`src/rtl/arp_table_sequencer_assert.svh`:
```
// ---------------------------------------------------------------------------
// Assertion macros for the arpeggio table sequencer
// Clocked on clk_i, disabled while rst_ni is low.
// ---------------------------------------------------------------------------
`ifndef ARP_TABLE_SEQUENCER_ASSERT_SVH
`define ARP_TABLE_SEQUENCER_ASSERT_SVH

// Same-cycle implication
`define ATS_ASSERT_IMP(lbl, ante, cons, msg) \
  lbl: assert property (@(posedge clk_i) disable iff (!rst_ni) (ante) |-> (cons)) \
    else $error(msg);

// Next-cycle implication
`define ATS_ASSERT_NXT(lbl, ante, cons, msg) \
  lbl: assert property (@(posedge clk_i) disable iff (!rst_ni) (ante) |=> (cons)) \
    else $error(msg);

`endif

```
`src/rtl/ats_pkg.sv`:
```
// ---------------------------------------------------------------------------
// ats_pkg
// Shared widths, row kind codes, operation codes and types of the
// arpeggio table sequencer.
// ---------------------------------------------------------------------------
`default_nettype none

package ats_pkg;

  // Table depth default
  localparam int unsigned TABLE_DEPTH = 256;

  // Field widths
  localparam int unsigned OP_W   = 2;
  localparam int unsigned IDX_W  = 8;
  localparam int unsigned KIND_W = 3;
  localparam int unsigned VAL_W  = 16;
  localparam int unsigned REL_W  = 12;
  localparam int unsigned LEN_W  = 9;
  localparam int unsigned PTR_W  = 9;
  localparam int unsigned CALC_W = PTR_W + 1;

  // Row kinds (codes 5..7 are stored and step like plain rows)
  localparam logic [KIND_W-1:0] KIND_RELATIVE = 3'd0;
  localparam logic [KIND_W-1:0] KIND_ABSOLUTE = 3'd1;
  localparam logic [KIND_W-1:0] KIND_END      = 3'd2;
  localparam logic [KIND_W-1:0] KIND_GOTO     = 3'd3;
  localparam logic [KIND_W-1:0] KIND_SUSTAIN  = 3'd4;

  // Reset value of table_length
  localparam logic [LEN_W-1:0] LEN_RESET = 9'd2;

  // Operations
  typedef enum logic [OP_W-1:0] {
    OP_START   = 2'd0,
    OP_STEP    = 2'd1,
    OP_RELEASE = 2'd2,
    OP_WRITE   = 2'd3
  } op_e;

  // One table row
  typedef struct packed {
    logic [KIND_W-1:0] kind;
    logic [VAL_W-1:0]  value;
  } row_t;

  localparam int unsigned ROW_W = KIND_W + VAL_W;

  // Sequencer state
  typedef struct packed {
    logic [PTR_W-1:0] ptr;   // two's complement, -1 after start
    logic             sus;
    logic             rel;
    logic [REL_W-1:0] cnt;
  } seq_state_t;

endpackage

`default_nettype wire

```
`src/rtl/ats_step_unit.sv`:
```
// ---------------------------------------------------------------------------
// ats_step_unit
// Next-state logic: pointer update from the fetched row, flags, release
// counter and the clamped-jump flag for one operation.
// ---------------------------------------------------------------------------
`default_nettype none

module ats_step_unit (
  input  ats_pkg::op_e                      op_i,
  input  wire logic [ats_pkg::REL_W-1:0]    release_frames_i,
  input  wire logic [ats_pkg::LEN_W-1:0]    len_i,
  input  wire logic [ats_pkg::LEN_W-1:0]    p1_i,
  input  ats_pkg::row_t                     row_i,
  input  ats_pkg::seq_state_t               st_i,
  output ats_pkg::seq_state_t               st_o,
  output logic                              bad_o
);

  localparam int unsigned CW = ats_pkg::CALC_W;

  logic signed [CW-1:0] len_s, p1_s, tgt_s, np_s;
  logic                 tgt_bad;
  logic                 halted;

  // Jump target, clamped to the last row in use
  always_comb begin
    len_s   = $signed({1'b0, len_i});
    p1_s    = $signed({1'b0, p1_i});
    tgt_s   = $signed({2'b00, row_i.value[7:0]});
    tgt_bad = 1'b0;
    if (tgt_s >= len_s) begin
      tgt_bad = 1'b1;
      tgt_s   = len_s - CW'(1);
    end
  end

  assign halted = st_i.rel && (st_i.cnt == '0);

  // Operation decode
  always_comb begin
    st_o  = st_i;
    bad_o = 1'b0;
    np_s  = $signed({st_i.ptr[ats_pkg::PTR_W-1], st_i.ptr});
    case (op_i)
      ats_pkg::OP_START: begin
        np_s     = -CW'(1);
        st_o.cnt = '0;
        st_o.sus = 1'b0;
        st_o.rel = 1'b0;
      end
      ats_pkg::OP_STEP: begin
        if (!halted) begin
          np_s = p1_s;
          case (row_i.kind)
            ats_pkg::KIND_END: begin
              np_s = p1_s - CW'(1);
            end
            ats_pkg::KIND_GOTO: begin
              np_s  = tgt_s;
              bad_o = tgt_bad;
            end
            ats_pkg::KIND_SUSTAIN: begin
              st_o.sus = 1'b1;
              if (!st_i.rel) begin
                np_s  = tgt_s;
                bad_o = tgt_bad;
              end else begin
                np_s = p1_s + CW'(1);
              end
              if (np_s >= len_s) begin
                np_s = np_s - CW'(2);
              end
            end
            default: begin
              np_s = p1_s;
            end
          endcase
          if (st_i.cnt != '0) begin
            st_o.cnt = st_i.cnt - ats_pkg::REL_W'(1);
          end
        end
      end
      ats_pkg::OP_RELEASE: begin
        st_o.cnt = release_frames_i;
        st_o.rel = 1'b1;
      end
      default: begin
        // table write: state unchanged
      end
    endcase
    st_o.ptr = np_s[ats_pkg::PTR_W-1:0];
  end

endmodule

`default_nettype wire

```
`config.mk`:
```
export PLATFORM = sky130hd
export DESIGN_NAME = ats_step_unit
export DESIGN_NICKNAME = d
export VERILOG_FILES = /design/src/rtl/arp_table_sequencer_assert.svh /design/src/rtl/ats_pkg.sv /design/src/rtl/ats_step_unit.sv
export SDC_FILE = /design/constraint.sdc
export NUM_CORES = 1
export LEC_CHECK = 0
export BUFFER_PORTS_ARGS = -buffer_cell sky130_fd_sc_hd__buf_2
export CORE_MARGIN = 5
export CORE_UTILIZATION = 47
export DETAILED_ROUTE_END_ITERATION = 10
export GPL_TIMING_DRIVEN = 0
export PLACE_DENSITY = 0.79
export SYNTH_ARGS = -nofsm -noshare
export SYNTH_HDL_FRONTEND = slang
export SYNTH_SLANG_ARGS = --single-unit
```
`constraint.sdc`:
```
create_clock -name vclk -period 3.65
set_input_delay 0.365 -clock vclk [all_inputs]
set_output_delay 0.365 -clock vclk [all_outputs]
set_load 0.02 [all_outputs]
```
==> results.sh <==
export IMPL_cp_arrival_ns=3.80
export IMPL_die_area_mm2=0.00677
export IMPL_num_nets_final=580
export IMPL_n_fill_cell=367
export IMPL_grt_pass1_wl_um=15800
export IMPL_crit_chain="buf_2 -> inv_4 -> ha_4 -> a211oi_4 -> buf_4 -> or2_4 -> o21ai_4 -> a211o_4 -> inv_4 -> ha_2 -> o21a_1 -> o2111ai_2 -> nand2_1 -> nand4_1 -> buf_6 -> nor4_4 -> xnor2_1 -> a31o_1 -> buf_6"
export IMPL_required_time_reported_for_the_critical_path_endpoint_ns=3.28
export IMPL_synth_area_leaders="ha_1 (11%), mux2i_1 (5.3%), nor3_1 (5.3%)"
export IMPL_startpoint="len_i[6]"
export IMPL_power_switching_uw=363
export IMPL_first_iter_violations=501
export IMPL_cell_depth_of_the_worst_min_delay_path=4
export IMPL_dp_hpwl_um=7660
export IMPL_post_drt_wl_per_cell_um=20.7
export IMPL_holdWs_ns=1.06
export IMPL_core_area_mm2=0.00511
export IMPL_min_period_ns=4.16
export IMPL_gr_usage_all_layers_pct=29.2
export IMPL_place_ws_ns=-0.819
export IMPL_synthMostInstantiatedCell="nor2_1"
export IMPL_grt_start_max_net_pins=11
export IMPL_slew_headroom_pct=29.8
export IMPL_worstHoldPathType="primary input to output pin"
export IMPL_path_max_fanout=6
export IMPL_first_pass_iters=5
export IMPL_crit_end="st_o[19]"
export IMPL_power_switching_fraction_pct=57.5
export IMPL_layout_setup_ws_ns=-0.512
export IMPL_setup_violators_final=8
export IMPL_seqPwrFrac_pct=0
export IMPL_seq_cells=0
export IMPL_leakagePower_nw=1.55
export IMPL_fin_crit_sh_pct=114
export IMPL_maxClockFrequency_mhz=240
export IMPL_synth_top_cell_by_area="ha_1"
export IMPL_initial_antenna_violation_count=0
export IMPL_die_w_um=82.3
export IMPL_warnings_from_yosys=0
export IMPL_worst_slew_pin_transition_ns=1.05
export IMPL_run_status="complete, but fails checks"
export IMPL_synth_cell_type_count=70
export IMPL_final_hold_viol_count=0
export IMPL_drive_gt1_share_pct=43.8
export IMPL_syn2layout_area_growth_pct=55.4
export IMPL_comb_power_share_pct=100.0
export IMPL_ys_top_cells_by_count="nor2_1 (33), nand2_1 (28), nor3_1 (26)"
export IMPL_power_density_mw_per_mm2=165
export IMPL_antenna_left=0
export IMPL_vias_per_cell=6.82
export IMPL_placementRows=26
export IMPL_antenna_diode_count=0
export IMPL_vert_die_dim_um=82.3
export IMPL_grt_setup_unrepaired="true"
export IMPL_drt_drc_violations_left=0
export IMPL_yosysTopAreaCellShare_pct=11.2
export IMPL_cap_viol_max_count=0
export IMPL_violations="setup timing"
export IMPL_mappedNetlistNets=462
export IMPL_clockBufferCount=0
export IMPL_clockPowerShare_pct=0
export IMPL_slew_violations=0
export IMPL_timing_critical_path_from_type="primary input"
export IMPL_cp_slowest_stage_delay_ns=0.37
export IMPL_vdd_ir_drop_max_mv=0.109
export IMPL_postSynthAreaPerCell_um2=6.71
export IMPL_globalRoute_totalOverflow=0
export IMPL_first_global_vias=3217
export IMPL_finalWeightedCongestion=0.947
export IMPL_synth_seq_area_share_pct=0
export IMPL_type_of_destination_of_the_critical_path="output pin"
export IMPL_critPathKind="primary input to output pin"
export IMPL_mappedNetlistArea_mm2=0.00246
export IMPL_cell_count_after_synthesis=366
export IMPL_start_util_pct=48.1
export IMPL_post_layout_total_power_uw=631
export IMPL_total_via_count_after_detailed_routing=3764
export IMPL_place_port_buffers=84
export IMPL_regArea_um2=0
export IMPL_critical_path_slowest_cell="a211o_4"
export IMPL_ios=98
export IMPL_postCtsHoldBufs=0
export IMPL_wl_um=11500
export IMPL_power_report_internal_total_uw=268
## power by group through the flow
| stage | logic, mW | registers (mW) | clock network [mW] |
|---|---|---|---|
| 6_report | 0.631 | 0 | 0 |
| 3_3_place_gp | 0.424 | 0 | 0 |
| 4_1_cts | 0.546 | 0 | 0 |
| 5_1_grt | 0.662 | 0 | 0 |
| 3_5_place_dp | 0.434 | 0 | 0 |
| 2_1_floorplan | 0.294 | 0 | 0 |
## layer usage
layer  GRT usage [%]  up-vias  part of all wire, %
met5               0        -                    0
met1            38.9     1727                   38
met4            5.98        0                  3.8
met2            49.9      310                   47
met3            3.90       72                   11
li1                -     1655                    -
## cells in the final DEF (no fill, tap or decap), types with 9 or more instances in the layout
cell type and n:
nand3_1 10, o22ai_1 9, buf_4 35, buf_6 11, inv_1 17, ha_1 12
o21ai_0 18, nor3_1 21, nand2_1 26, clkbuf_1 9, a21oi_1 14, nor2_1 31
mux2i_1 12, buf_2 73
## critical path: cells and delay by family
kind            cells  cell delay, ns
compound gates      6            1.40
buf+inv             6            0.80
fa+ha+maj           2            0.49
simple gates        4            0.49
xor+xnor            1            0.24
## stage by stage
stage | cell area, um2 | setup TNS [ns] | util, % | cells
final | 3820 | -3.29 | 74.7 | 552
after global routing | 3820 | -3.77 | 74.7 | 552
after CTS | 3580 | -2.18 | 70.1 | 544
after detailed placement | 3070 | -5.75 | 60.1 | 520
after global placement | 3070 | -5.30 | 60.1 | 520
after floorplan | 2560 | 0 | - | 366
## worst min-delay path by stage
stage,start,end,slack [ns]
final,release_frames_i[1],st_o[1],1.06
after global placement,release_frames_i[0],st_o[0],1.05
after CTS,release_frames_i[1],st_o[1],1.06
after detailed placement,release_frames_i[1],st_o[1],1.06
after floorplan,st_i[13],st_o[13],0.91
after global routing,st_i[16],st_o[16],1.07
## cell families (layout without fill, tap and decap cells)
| group | Yosys count | after routing | synth area share, % |
|---|---|---|---|
| mux | 15 | 15 | 6.32 |
| xor+xnor | 11 | 11 | 3.92 |
| buf+inv | 44 | 160 | 7.34 |
| simple gates | 149 | 149 | 33.2 |
| compound gates | 125 | 125 | 38.1 |
| fa+ha+maj | 22 | 22 | 11.2 |
## area by class of cell
class,count,area [um2],area share (%)
multi-input combinational,322,2770,72.4
timing repair buffer,117,772,20.2
inverter,28,125,3.28
tap,70,87.6,2.29
buffer,15,67.6,1.77
## what timing repair did
action / CTS / global route
pin swaps: 31 / 30
hold endpoints to repair: 0 / 0
setup buffers: 24 / 9
resized for setup: 82 / 32
setup endpoints to repair: 8 / 8
(Power assumes the default switching activity.)
